### src/design/plt_pkg.sv
// ----------------------------------------------------------------------------
// plt_pkg
// Shared types and codes for the positional array list: request and result
// items, operation and status codes, and the control bundle sent to the cells.
// ----------------------------------------------------------------------------
package plt_pkg;

   localparam logic [1:0] OP_INSERT = 2'd0;
   localparam logic [1:0] OP_DELETE = 2'd1;
   localparam logic [1:0] OP_READ   = 2'd2;
   localparam logic [1:0] OP_CLEAR  = 2'd3;

   localparam logic [1:0] STATUS_OK    = 2'd0;
   localparam logic [1:0] STATUS_FULL  = 2'd1;
   localparam logic [1:0] STATUS_RANGE = 2'd2;

   localparam logic signed [31:0] ERR_DATA = -32'sd1;

   typedef struct packed {
      logic [1:0]         req_type;
      logic [7:0]         position;
      logic signed [31:0] value;
   } req_item_type;

   typedef struct packed {
      logic [1:0]         status;
      logic signed [31:0] data_out;
      logic [7:0]         moves;
      logic [7:0]         length;
      logic               is_empty_flag;
      logic               is_full_flag;
   } rsp_item_type;

   typedef struct packed {
      logic        ins_en;
      logic        del_en;
      logic [7:0]  position;
      logic [31:0] value;
   } cell_ctrl_type;

endpackage

### src/design/plt_cell.sv
// ----------------------------------------------------------------------------
// plt_cell
// One list entry. On insert it takes its lower neighbor's entry or the new
// value; on delete it takes its upper neighbor's entry. It also drives its
// entry onto the read port when the requested position matches its index.
// ----------------------------------------------------------------------------
module plt_cell
   import plt_pkg::*;
(
   input  logic          clock,
   input  cell_ctrl_type ctrl,
   input  logic [7:0]    cell_index,
   input  logic [31:0]   left_data,
   input  logic [31:0]   right_data,
   output logic [31:0]   data_out,
   output logic [31:0]   rd_data
);

   logic [31:0] entry_ff;
   logic [31:0] entry_in;

   always_comb begin
      entry_in = entry_ff;
      if (ctrl.ins_en) begin
         if (cell_index == ctrl.position) begin
            entry_in = ctrl.value;
         end else if (cell_index > ctrl.position) begin
            entry_in = left_data;
         end
      end else if (ctrl.del_en) begin
         if (cell_index >= ctrl.position) begin
            entry_in = right_data;
         end
      end
   end

   always_ff @(posedge clock) begin
      entry_ff <= entry_in;
   end

   assign data_out = entry_ff;
   assign rd_data  = (cell_index == ctrl.position) ? entry_ff : '0;

endmodule

### config.mk
export PLATFORM = sky130hd
export DESIGN_NAME = plt_cell
export DESIGN_NICKNAME = d
export VERILOG_FILES = /design/src/design/plt_pkg.sv /design/src/design/plt_cell.sv
export SDC_FILE = /design/constraint.sdc
export NUM_CORES = 1
export LEC_CHECK = 0
export ABC_AREA = 1
export BUFFER_PORTS_ARGS = -buffer_cell sky130_fd_sc_hd__buf_2
export CAP_MARGIN = 10
export CORE_MARGIN = 1
export CORE_UTILIZATION = 27
export DETAILED_ROUTE_END_ITERATION = 10
export SYNTH_ARGS = -nofsm -noshare
export SYNTH_HDL_FRONTEND = slang
export SYNTH_SLANG_ARGS = --single-unit
### constraint.sdc
create_clock -name clock -period 3.8 [get_ports clock]
set_input_delay 0.19 -clock clock [delete_from_list [all_inputs] [get_ports clock]]
set_output_delay 0.19 -clock clock [all_outputs]
set_load 0.01 [all_outputs]
## Word level (Yosys, flattened, before mapping)

Cells that the tools add are included.

| operators by class | value |
|---|---|
| add/sub/neg operators | 0 |
| multiply operators | 0 |
| divide/modulo/power cells | 0 |
| $lt $le $gt $ge | 2 |
| equal/unequal tests | 2 |
| shift-type cells | 0 |
| multiplexer cells | 6 |
| bitwise logic cells | 0 |
| reduce and logical (&&, ||, !) cells | 3 |

Operators with widths:

| kind | count |
|---|---|
| $mux W32 | 6 |
| $eq A8 B8 Y1 | 1 |
| $ge A8 B8 Y1 | 1 |
| $gt A8 B8 Y1 | 1 |
| $reduce_bool A2 Y1 | 2 |
| $ne A3 B1 Y1 const B | 1 |
| $reduce_and A3 Y1 | 1 |

| storage, ports and cells | value |
|---|---|
| register bits | 32 |
| bits in latches | 0 |
| RAM bits | 0 |
| ROM bits | 0 |
| input bits | 115 |
| logic and storage cells | 14 |
| memories | 0 |

## Depth between registers and ports, before layout

| depth | value |
|---|---|
| word-level depth | 4 |
| gate-level depth with buffers | 11 |
| gate-level depth less buffers | 9 |

## Worst setup path before layout

Ideal clock, no wire load.

| path | value |
|---|---|
| path kind | input -> register |
| start point | input ctrl[35] (netlist name) |
| end point | register entry_ff[0] (netlist: data_out[0]), enable pin |
| setup time | 0.432 ns |
| arrival | 2.645 ns |
| data required time | 3.368 ns |
| slack | 0.723 ns |
| cell stages on the path | 9 |
| cell sequence | inv_1 -> ha_1 -> nand2_1 -> nor2_2 -> nand2_1 -> buf_4 -> nand2_1 -> nor2_1 -> a21oi_1 |

| between the ends | value |
|---|---|
| cells in the longest elaborated chain, start to end | 3 |
| elaborated cells on any way between the ends | 6 |

Ends and longest elaborated chain:

| item | line | text |
|---|---|---|
| start, declared | plt_cell.sv:11 | `input cell_ctrl_type ctrl,` |
| $gt A8 B8 Y1, or another cell as far along | plt_cell.sv:27 | `end else if (cell_index > ctrl.position) begin` |
| $ne A3 B1 Y1 (no line) or $reduce_bool A2 Y1 (tied branches) | -- |  |
| $reduce_and A3 Y1 (no line) (*) | -- |  |
| end signal, assigned | plt_cell.sv:38 | `entry_ff <= entry_in;` |
| end, declared | plt_cell.sv:19 | `logic [31:0] entry_ff;` |

Mark *: on every way between the ends. The rest lies on a longest branch, timed or not.
A chain may end at the register's enable or synchronous reset.

## Worst setup path in the final report

| path | value |
|---|---|
| start point | input ctrl[35] (netlist name) |
| end point | register entry_ff[9] (netlist: data_out[9]), enable pin |

Same word-level chain as after synthesis.

==> flow_summary.toml <==
[grt]
antenna_found_initial = 0
grt_pass1_vias = 2338
grt_max_degree = 65
gr-total-overflow = 0
grt_pass1_wl_mm = 10.9
grt_use_total_pct = 16.1

[cts]
cts.sinks = 32
cts_tree = "yes"
numCtsBuffers = 5
clk_pin_slew_ns = 0.07
htreeDepth = 2
ctsLongestPathBuffers = 2
hold_buffers = 0
cts_setup_buffers = 0
cts_root_buf = "clkbuf_8"
cts_resized = 0

[synthesis]
synth_top_area_cell = "edfxtp_1"
synth_fp_nets = 471
yosysSeqAreaShare_pct = 41.7
synthTopCellsByArea = "edfxtp_1, nand2_1, inv_1"
synth.top_cell.area_share_pct = 41.7
postSynthAreaPerCell_um2 = 6.62
synth_cells = 348
netlist-cell-type-count = 13
ys_warn_count = 0
synth_area_um2 = 2300
ys_ff_latch = 32

[routing]
dr.pass1.iters = 4
via_per_inst = 4.22
dr_total_vias = 2630
postRouteWirelength_mm = 6.99
antenna_left = 0
drc = 0
wl_per_cell_um = 11.2
drt_iter0_markers = 95

[setup_path]
crit_arrival_ns = 2.16
crit_top_cell = "nand2_1"
critical_path_required_ns = 3.70
crit_slowest_cell = "a21oi_4"
cp-start-kind = "input port"
path_class = "in2reg"
max_stage_delay_ns = 0.79
cp_max_fo = 33
path_cells = "buf_2 > inv_1 > ha_1 > nand2_1 > nor2_2 > buf_4 > nand2_2 > nand2_1 > nor2_1 > a21oi_4"
critPathCaptureType = "register"

[timing]
period_minus_slack_ns = 2.26
grt_setup_unrepaired = "false"
timing.hold.ws_ns = 0.186
fin_setup_tns_ns = 0
slew_headroom_pct = 32.4
setup_viol = 0
hold_viol = 0
period_share_pct = 59.5
maxSlewViolCount = 0
fmax_mhz = 442
worst_slew_pin_slew_ns = 1.01

[placement]
portBuffers = 178
dpl.hpwl_mm = 5.36
place_congestion = 0.803
placedInstanceArea_um2 = 3260
dp.cells = 615

[pwr]
ir_drop_mv = 0.133
powerDensity_nw_per_um2 = 313
p_leak_nw = 2.09

[floorplan]
die-area_um2 = 8900
rows = 33
ios = 179
initial_core_util_pct = 28.0
fp.dieW_um = 94.3
fp.dieH_um = 94.3
core_area_um2 = 8220

[cells_and_area]
final_cells = 623
layout_commonest_cell = "buf_2"
drive_above_1_share_pct = 37.3
fin_nets = 640
mostFrequentLayoutCells = "buf_2, nand2_1, inv_1"
largest_reg_flops = 32
area_growth_pct = 46.4
final_area_um2 = 3370
insertedDiodeCount = 0
utilization_pct = 41.0

[min_path]
hp-class = "in2reg"

[flow_run]
cap_violations = 0

[outcome]
status = "finished clean"
## power by group
part | internal (mW) | total (mW) | leakage [nW] | switching (mW)
clock | 0.194 | 0.312 | 0.0552 | 0.118
combinational | 0.113 | 0.263 | 1.74 | 0.150
sequential | 0.455 | 0.482 | 0.299 | 0.0267
## worst max-delay path, delay by kind of cell
kind,cells,cell delay [ns]
and+or+nand+nor,5,0.40
buffers and inverters,3,0.46
AOI/OAI and AO/OA,1,0.79
adders and majority gates,1,0.30
## kinds of logic (layout without fill, tap and decap cells)
| family | count (synthesis) | after routing | share of synthesized area, % |
|---|---|---|---|
| AO/OA/AOI/OAI | 4 | 4 | 0.870 |
| buffers and inverters | 64 | 234 | 11.7 |
| flip-flops | 32 | 32 | 41.7 |
| AND/OR/NAND/NOR | 240 | 240 | 41.3 |
| adder cells (fa/ha/maj) | 8 | 8 | 4.35 |
## layer usage
| metal | vias to the layer above | wire length [um] | global-route usage (%) |
|---|---|---|---|
| met4 | 0 | 47 | 4.23 |
| met5 | - | 0 | 0 |
| met3 | 2 | 364 | 2.74 |
| met1 | 1147 | 2950 | 19.3 |
| met2 | 87 | 3630 | 29.5 |
| li1 | 1394 | - | - |
## cells in the mapped netlist, drive strengths merged
| library cell | n |
|---|---|
| nand2 | 171 |
| inv | 44 |
| nor2 | 37 |
| edfxtp | 32 |
| nand3 | 32 |
| buf | 12 |
| clkbuf | 8 |
| ha | 8 |
| a21oi | 4 |
## final timing paths
| kind | from | end | slack [ns] | cells past startpoint |
|---|---|---|---|---|
| setup / recovery | ctrl[35] | data_out[9] | 1.54 | 10 |
| hold / removal | right_data[6] | data_out[6] | 0.19 | 3 |
## stage by stage
stage                     setup slack [ns]  total power [mW]
after detailed placement              1.22             0.756
after CTS                             1.50              1.07
final                                 1.54              1.06
after global placement                1.27             0.751
after floorplan                      0.723             0.618
after global routing                  1.29              1.13
## layout make-up
class	count	area, um2
inverters	44	165
repair buffers	182	921
well taps	105	131
clock buffers	6	72.6
clock inverters	2	35.0
multi-input cells	252	1080
fillers	902	4850
flip-flops and latches	32	961
(Power assumes the default switching activity.)
